===== config.mk =====
export PLATFORM = sky130hd
export DESIGN_NAME = button_gesture_classifier
export DESIGN_NICKNAME = d
export VERILOG_FILES = /design/src/hdl/gbc_pkg.sv /design/src/hdl/gbc_ram.sv /design/src/hdl/gbc_core.sv /design/src/hdl/button_gesture_classifier.sv
export SDC_FILE = /design/constraint.sdc
export NUM_CORES = 2
export LEC_CHECK = 0
export BUFFER_PORTS_ARGS = -buffer_cell sky130_fd_sc_hd__buf_2
export CAP_MARGIN = 20
export CORE_UTILIZATION = 57
export CTS_CLUSTER_DIAMETER = 150
export CTS_CLUSTER_SIZE = 24
export DETAILED_ROUTE_END_ITERATION = 10
export HOLD_SLACK_MARGIN = 0.08
export PLACE_DENSITY = 0.76
export SETUP_SLACK_MARGIN = 0.4
export SYNTH_ARGS = -nofsm -noshare
export SYNTH_HDL_FRONTEND = slang
export SYNTH_SLANG_ARGS = --single-unit

===== constraint.sdc =====
create_clock -name clk -period 13.1 [get_ports clk]
set_input_delay 1.965 -clock clk [delete_from_list [all_inputs] [get_ports clk]]
set_output_delay 1.965 -clock clk [all_outputs]
set_load 0.005 [all_outputs]

===== src/hdl/gbc_pkg.sv =====
// Package for the button gesture classifier.
// Holds the per-button entry layout, the result and register types and the register codes.
// No dependencies.
package gbc_pkg;

  // Configuration register indexes.
  localparam logic [1:0] REG_LONG_PRESS    = 2'd0;
  localparam logic [1:0] REG_MIN_SHORT     = 2'd1;
  localparam logic [1:0] REG_LOCKOUT       = 2'd2;
  localparam logic [1:0] REG_DOUBLE_WINDOW = 2'd3;

  localparam int CFG_IDX_W  = 2;
  localparam int CFG_DATA_W = 16;

  // Register values after reset.
  localparam logic [15:0] LONG_PRESS_RST    = 16'd400;
  localparam logic [15:0] MIN_SHORT_RST     = 16'd10;
  localparam logic [15:0] LOCKOUT_RST       = 16'd500;
  localparam logic [15:0] DOUBLE_WINDOW_RST = 16'd400;

  // Stream widths: 70 payload bits in, 38 out, both padded to whole bytes.
  localparam int IN_TDATA_W  = 72;
  localparam int OUT_TDATA_W = 40;

  typedef struct packed {
    logic [15:0] long_press_ms;
    logic [15:0] min_short_ms;
    logic [15:0] lockout_ms;
    logic [15:0] double_window_ms;
  } cfg_t;

  // One row of the per-button table.
  typedef struct packed {
    logic        held;
    logic [31:0] press_start;
    logic        long_active;
    logic [31:0] last_short;
    logic [31:0] press_duration;
  } entry_t;

  typedef struct packed {
    logic        action_due;
    logic [31:0] press_ms;
    logic        double_press;
    logic        short_press;
    logic        released;
    logic        long_end;
    logic        long_start;
  } result_t;

endpackage


===== src/hdl/gbc_ram.sv =====
// Generic single-write, single-read RAM with a registered read port.
// No dependencies.
module gbc_ram #(
  parameter int WIDTH = 8,
  parameter int DEPTH = 32,
  parameter int ADDR_W = (DEPTH > 1) ? $clog2(DEPTH) : 1
) (
  input  logic              clk,
  input  logic              we,
  input  logic [ADDR_W-1:0] waddr,
  input  logic [WIDTH-1:0]  wdata,
  input  logic              re,
  input  logic [ADDR_W-1:0] raddr,
  output logic [WIDTH-1:0]  rdata
);

  logic [WIDTH-1:0] mem [DEPTH];

  // Write port.
  always_ff @(posedge clk) begin
    if (we) begin
      mem[waddr] <= wdata;
    end
  end

  // Read port; a read and a write to one address in one cycle return the old data.
  always_ff @(posedge clk) begin
    if (re) begin
      rdata <= mem[raddr];
    end
  end

endmodule


===== src/hdl/gbc_core.sv =====
// Update logic for one button poll: next table row and the result beat.
// Depends on gbc_pkg.
module gbc_core
  import gbc_pkg::*;
(
  input  cfg_t        cfg,
  input  entry_t      entry,
  input  logic        pressed,
  input  logic [31:0] now_ms,
  input  logic        lockout_ok,
  output entry_t      entry_next,
  output result_t     result
);

  logic [31:0] start;
  logic [31:0] held_ms;
  logic [31:0] gap_ms;
  logic [31:0] duration_next;
  logic        long_hit;
  logic        released;
  logic        short_press;

  // The press start is the stored one while held, else this poll's time.
  assign start    = entry.held ? entry.press_start : now_ms;
  assign held_ms  = now_ms - start;
  assign long_hit = held_ms > {16'd0, cfg.long_press_ms};
  assign released = !pressed && entry.held;

  // A release measures the press; an idle release poll clears a stale duration.
  assign duration_next = pressed ? entry.press_duration : (entry.held ? held_ms : 32'd0);

  always_comb begin
    entry_next = entry;
    if (pressed) begin
      entry_next.held        = 1'b1;
      entry_next.press_start = start;
      if (long_hit) begin
        entry_next.long_active = 1'b1;
      end
    end else begin
      entry_next.held        = 1'b0;
      entry_next.long_active = 1'b0;
      entry_next.press_duration = duration_next;
    end
    if (short_press) begin
      entry_next.last_short = now_ms;
    end
  end

  // Short and double press use the duration after this poll's update.
  assign short_press = (duration_next > {16'd0, cfg.min_short_ms}) && lockout_ok;
  assign gap_ms      = now_ms - entry.last_short;

  always_comb begin
    result.long_start   = pressed && long_hit && !entry.long_active;
    result.long_end     = !pressed && entry.long_active;
    result.released     = released;
    result.short_press  = short_press;
    result.double_press = short_press && (gap_ms < {16'd0, cfg.double_window_ms});
    result.press_ms     = entry_next.press_duration;
    result.action_due   = short_press || entry_next.long_active || released;
  end

endmodule


===== src/hdl/button_gesture_classifier.sv =====
// Top level of the button gesture classifier: stream ports, per-button table and pipeline.
// Depends on gbc_pkg, gbc_ram and gbc_core.
//
// Usage: each beat on the s_ side is one poll of one button. The m_ side returns one
// result beat per poll, in order. Registers are written on the cfg_ channel, which is
// always ready; write them only while no poll is in flight.
//
// Path: the table read and the update stage registers capture an accepted poll, and its
// result then goes into the output register that drives m_tvalid and m_tdata.
// Throughput: one poll per cycle while the receiver does not stall, polls to the same
// button back to back included; the row written by a poll is forwarded to the next one,
// since the RAM read of the next poll happens at the same edge as the write.
//
// Reset clears the pipeline and sets the registers to their defaults. A valid flip-flop
// per button makes untouched rows read as zero, so no clearing pass is needed.
// When the receiver stalls, the output register holds its beat and the update stage
// keeps one more poll; s_tready then drops until m_tready returns.
// A poll naming a button at or above NUM_BUTTONS leaves the table alone and returns
// a beat with all fields zero.
module button_gesture_classifier
  import gbc_pkg::*;
#(
  parameter int NUM_BUTTONS = 32
) (
  input  logic                   clk,
  input  logic                   rst,
  // s_tdata, from bit 0: button[4:0], pressed, now_ms[31:0], last_long_action_ms[31:0], 2'b0
  input  logic                   s_tvalid,
  output logic                   s_tready,
  input  logic [IN_TDATA_W-1:0]  s_tdata,
  // m_tdata, from bit 0: long_start, long_end, released, short_press, double_press,
  // press_ms[31:0], action_due, 2'b0
  output logic                   m_tvalid,
  input  logic                   m_tready,
  output logic [OUT_TDATA_W-1:0] m_tdata,
  input  logic                   cfg_valid,
  output logic                   cfg_ready,
  input  logic [CFG_IDX_W-1:0]   cfg_index,
  input  logic [CFG_DATA_W-1:0]  cfg_data
);

  localparam int IDX_W   = (NUM_BUTTONS > 1) ? $clog2(NUM_BUTTONS) : 1;
  localparam int ENTRY_W = $bits(entry_t);

  cfg_t cfg;

  // Input fields.
  logic [4:0]  in_button;
  logic        in_pressed;
  logic [31:0] in_now;
  logic [31:0] in_last_long;
  logic [IDX_W-1:0] in_idx;
  logic        in_accept;

  assign in_button    = s_tdata[4:0];
  assign in_pressed   = s_tdata[5];
  assign in_now       = s_tdata[37:6];
  assign in_last_long = s_tdata[69:38];
  assign in_idx       = IDX_W'(in_button);

  // Update stage registers.
  logic             s1_valid;
  logic [4:0]       s1_button;
  logic             s1_pressed;
  logic [31:0]      s1_now;
  logic             s1_lockout_ok;
  logic             s1_fwd;
  logic [IDX_W-1:0] s1_idx;
  logic             s1_adv;
  logic             s1_in_range;

  logic [NUM_BUTTONS-1:0] row_valid;
  entry_t fwd_row;
  logic [ENTRY_W-1:0] ram_rdata;
  entry_t row;
  entry_t row_next;
  result_t core_result;
  result_t beat;
  logic    wr_en;

  logic              out_valid;
  logic [OUT_TDATA_W-1:0] out_data;

  // Handshakes.
  assign s1_adv    = !out_valid || m_tready;
  assign s_tready  = !s1_valid || s1_adv;
  assign in_accept = s_tvalid && s_tready;
  assign cfg_ready = 1'b1;

  assign s1_idx      = IDX_W'(s1_button);
  assign s1_in_range = 32'(s1_button) < 32'(NUM_BUTTONS);
  assign wr_en       = s1_valid && s1_adv && s1_in_range;

  // Configuration registers.
  always_ff @(posedge clk) begin
    if (rst) begin
      cfg.long_press_ms    <= LONG_PRESS_RST;
      cfg.min_short_ms     <= MIN_SHORT_RST;
      cfg.lockout_ms       <= LOCKOUT_RST;
      cfg.double_window_ms <= DOUBLE_WINDOW_RST;
    end else if (cfg_valid && cfg_ready) begin
      unique case (cfg_index)
        REG_LONG_PRESS:    cfg.long_press_ms    <= cfg_data;
        REG_MIN_SHORT:     cfg.min_short_ms     <= cfg_data;
        REG_LOCKOUT:       cfg.lockout_ms       <= cfg_data;
        REG_DOUBLE_WINDOW: cfg.double_window_ms <= cfg_data;
        default: ;
      endcase
    end
  end

  // Per-button table.
  gbc_ram #(
    .WIDTH (ENTRY_W),
    .DEPTH (NUM_BUTTONS),
    .ADDR_W(IDX_W)
  ) u_ram (
    .clk  (clk),
    .we   (wr_en),
    .waddr(s1_idx),
    .wdata(row_next),
    .re   (in_accept),
    .raddr(in_idx),
    .rdata(ram_rdata)
  );

  // Capture a poll; flag it when the row it reads is being written at the same edge.
  always_ff @(posedge clk) begin
    if (rst) begin
      s1_valid <= 1'b0;
      s1_fwd   <= 1'b0;
    end else if (in_accept) begin
      s1_valid <= 1'b1;
      s1_fwd   <= wr_en && (s1_idx == in_idx);
    end else if (s1_adv) begin
      s1_valid <= 1'b0;
    end
  end

  always_ff @(posedge clk) begin
    if (in_accept) begin
      s1_button     <= in_button;
      s1_pressed    <= in_pressed;
      s1_now        <= in_now;
      s1_lockout_ok <= (in_now - in_last_long) > {16'd0, cfg.lockout_ms};
    end
  end

  // Row valid bits and the forwarding copy of the last row written.
  always_ff @(posedge clk) begin
    if (rst) begin
      row_valid <= '0;
    end else if (wr_en) begin
      row_valid[s1_idx] <= 1'b1;
    end
  end

  always_ff @(posedge clk) begin
    if (wr_en) begin
      fwd_row <= row_next;
    end
  end

  // Pick the current row: forwarded, stored, or zero when never written.
  always_comb begin
    if (s1_fwd) begin
      row = fwd_row;
    end else if (row_valid[s1_idx]) begin
      row = entry_t'(ram_rdata);
    end else begin
      row = '0;
    end
  end

  gbc_core u_core (
    .cfg       (cfg),
    .entry     (row),
    .pressed   (s1_pressed),
    .now_ms    (s1_now),
    .lockout_ok(s1_lockout_ok),
    .entry_next(row_next),
    .result    (core_result)
  );

  assign beat = s1_in_range ? core_result : '0;

  // Output register.
  always_ff @(posedge clk) begin
    if (rst) begin
      out_valid <= 1'b0;
    end else if (s1_valid && s1_adv) begin
      out_valid <= 1'b1;
    end else if (m_tready) begin
      out_valid <= 1'b0;
    end
  end

  always_ff @(posedge clk) begin
    if (s1_valid && s1_adv) begin
      out_data <= {2'b00, beat.action_due, beat.press_ms, beat.double_press,
                   beat.short_press, beat.released, beat.long_end, beat.long_start};
    end
  end

  assign m_tvalid = out_valid;
  assign m_tdata  = out_data;

endmodule


==> results.json <==
{
  "switching_share": 0.2259,
  "synth_top_area_frac": 0.7238,
  "clk_pin_slew_ns": 0.10,
  "place_congestion": 0.9203,
  "relSlewSlack": 0.2042,
  "crit_type": "reg2reg",
  "ys_warn_count": 0,
  "grt_max_degree": 141,
  "area_growth_pct": 7.569,
  "via_per_inst": 7.016,
  "synthTopCellsByArea": "edfxtp_1 (72%), mux4_2 (16%), dfxtp_1 (1.4%)",
  "setup_tns_ns": 0,
  "finalMaxSlewViolations": 0,
  "grt_overflow": 0,
  "post_cts_buffers": 0,
  "final_area_sq_mm": 0.1507,
  "dp.cells": 9989,
  "antenna_found_initial": 8,
  "seq_area_frac_synth": 0.7380,
  "hp-class": "reg2reg",
  "min_path_cells": 2,
  "num_vias": 71950,
  "dieWidth_um": 497.8,
  "cp_max_fo": 35,
  "place_hpwl_um": 197900,
  "cts_tree": "done",
  "port_buffers": 132,
  "tightest_slew_ns": 1.194,
  "cp_slowest_stage_delay_ns": 0.99,
  "comb_power_share": 0.093,
  "slowest_stage": "edfxtp_1",
  "ir_worst_vdd_mv": 0.1265,
  "rrSetupSlack_ns": 2.88,
  "critPathRequiredTime_ns": 13.83,
  "finClkSkew_ns": 0.05326,
  "syn_inst": 6841,
  "grt_use_met3": 0.04443,
  "path_buf_inv": 3,
  "seqCellArea_sq_mm": 0.1034,
  "fmax_ghz": 0.09786,
  "layout-drive-gt1-share": 0.2517,
  "nets": 7236,
  "clkPwrFrac": 0.281,
  "finalHoldViolCount": 0,
  "rsz0062_at_grt": "false",
  "clock_latency_ns": 0.89,
  "outcome": "completed",
  "initialDrtViolationCount": 11210,
  "fillerInstances": 16250,
  "cp_top_family": "compound AO/OA/AOI/OAI gates",
  "clk_path_buf_depth": 3,
  "yosys_register_bits": 3476,
  "post-route-period-util": 0.7800,
  "grt_pass1_vias": 69980,
  "core_area_sq_mm": 0.2437,
  "power.leakage_nw": 47.77,
  "reg2reg_depth": 32,
  "clkSinkCount": 3476,
  "synth_most_common_cell": "edfxtp_1",
  "gr-usage-all-layers": 0.2940,
  "grt_pass1_wl_um": 514600,
  "crit_cells": 32,
  "power_frac_seq": 0.626,
  "arrival_ns": 10.94,
  "r2r-start": "s1_button[1]",
  "synth.cell_area_sq_mm": 0.1401,
  "cts-root-buf": "clkbuf_16",
  "use_met2": 0.4711,
  "min_period_ns": 10.22,
  "std_cell_rows": 181,
  "die_h_um": 497.8,
  "worst_setup_path_start_kind": "flip-flop",
  "busiest_layer": "met2",
  "finalWorstSetupSlack_ns": 2.882,
  "synth_edf_count": 3377,
  "wl_um": 365500,
  "cap_violations": 0,
  "initial_core_util": 0.5750,
  "yosys-top-cells-count": "edfxtp_1 (3377), mux4_2 (981), nand2_1 (279)",
  "synth_ff_type": "edfxtp_1",
  "pre_cts_ws_ns": 3.146,
  "rr_endpoint": "u_ram.mem[16][37]",
  "synthArstFlopShare": 0,
  "route.detailed.drc": 0,
  "cts_max_level": 4,
  "detail_route.first_pass.iterations": 6,
  "ios": 138,
  "fin_cells": 10250,
  "hold_start": "cfg[60]",
  "multiInputGateArea_sq_mm": 0.03503,
  "holdBufCountCts": 0,
  "met1_usage": 0.4145,
  "syn_avg_cell_area_sq_um": 20.48,
  "ys_types": 99,
  "die_area_sq_mm": 0.2478,
  "antenna_left": 0,
  "cts_made_buffers": 162,
  "crit_path_end_kind": "flip-flop",
  "synth_area_leader_cell": "edfxtp_1",
  "p_int_w": 0.01556,
  "ctsResizeCount": 0,
  "wl_per_cell_um": 35.64,
  "total_power_w": 0.02010,
  "setup_violations": 0,
  "power_density_mw_per_mm2": 133.4,
  "placed_cell_area_sq_mm": 0.1455,
  "p_sw_w": 0.004539,
  "hold_end": "cfg[60]"
}
## cell type report
type | instances | share of cell area
flip-flops and latches | 3476 | 0.6860
multi-input cells | 2811 | 0.2325
clock buffers | 214 | 0.02876
well taps | 3202 | 0.02658
repair buffers | 367 | 0.02090
inverters | 166 | 0.004201
clock inverters | 11 | 0.0009381
diodes | 7 | 0.0001162
## metal layers
| layer | vias to the layer above | wire, um |
|---|---|---|
| met5 | - | 13 |
| met4 | 2 | 16050 |
| met3 | 686 | 38310 |
| met2 | 4809 | 177400 |
| met1 | 38100 | 133700 |
| li1 | 28350 | - |
## cell usage in the layout, fill, tap and decap left out, types with 35 or more instances in the layout
master     count
edfxtp_1    3377
mux4_2       981
nand2_1      279
a21oi_1      207
nor2_1       204
buf_4        177
clkbuf_16    166
inv_1        162
ha_1         154
buf_2        126
mux2_2       102
dfxtp_1       98
o21ai_0       88
and3_1        73
xnor2_1       50
clkbuf_1      48
a21o_1        42
a22o_1        37
o22ai_1       36
nand3_1       35
## worst max path at each step
stage / start / to / slack, ns
6_report: s1_button[1] / u_ram.mem[16][37] / 2.88
4_1_cts: s1_button[1] / u_ram.mem[22][48] / 3.12
3_5_place_dp: s1_button[1] / u_ram.mem[18][37] / 3.15
3_3_place_gp: s1_button[1] / u_ram.mem[8][35] / 2.86
5_1_grt: s1_button[1] / u_ram.mem[16][37] / 2.53
2_1_floorplan: m_tready / u_ram.mem[21][0] / -0.30
## worst min-delay path, stage by stage (launching register included)
cell	delay, ns
dfxtp_1	0.32
nand2_1	0.05
a21oi_1	0.05
## metrics by stage
step                hold slack [ns]    util
finish                       0.4603  0.6185
global route                 0.4829  0.6185
CTS                          0.4622  0.6153
detailed placement           0.4485  0.5969
global placement             0.4434  0.5962
floorplan                    0.4330       -
## cells by family after synthesis
| logic type | after synthesis | share of synthesized area |
|---|---|---|
| AOI/OAI and AO/OA | 642 | 0.03048 |
| xor gates and xnor gates | 67 | 0.004188 |
| adders and majority gates | 157 | 0.01418 |
| buffers and inverters | 555 | 0.01633 |
| DFF | 3476 | 0.7380 |
| muxes | 1140 | 0.1701 |
| other | 2 | 0.00005360 |
| and+or+nand+nor | 802 | 0.02675 |
## state kept, by name (all words and copies together), names as in the netlist
| signal | cells |
|---|---|
| fwd_row | 97 |
| u_ram.mem | 3136 |
| s1_lockout_ok | 1 |
| s1_button | 5 |
| s1_now | 32 |
| s1_valid | 1 |
| s1_pressed | 1 |
| s1_fwd | 1 |
| m_tdata | 7 |
| u_ram.rdata | 98 |
| row_valid | 32 |
| m_tvalid | 1 |
| cfg | 64 |
## power groups by stage
stage	Sequential [W]	Combinational [W]	Clock, W
CTS	0.0126	0.00182	0.00569
global placement	0.0128	0.00174	0
detailed placement	0.0128	0.00181	0
global route	0.0126	0.00200	0.00603
floorplan	0.0128	0.00120	0
finish	0.0126	0.00188	0.00564
Power figures use the tool's default switching activity.
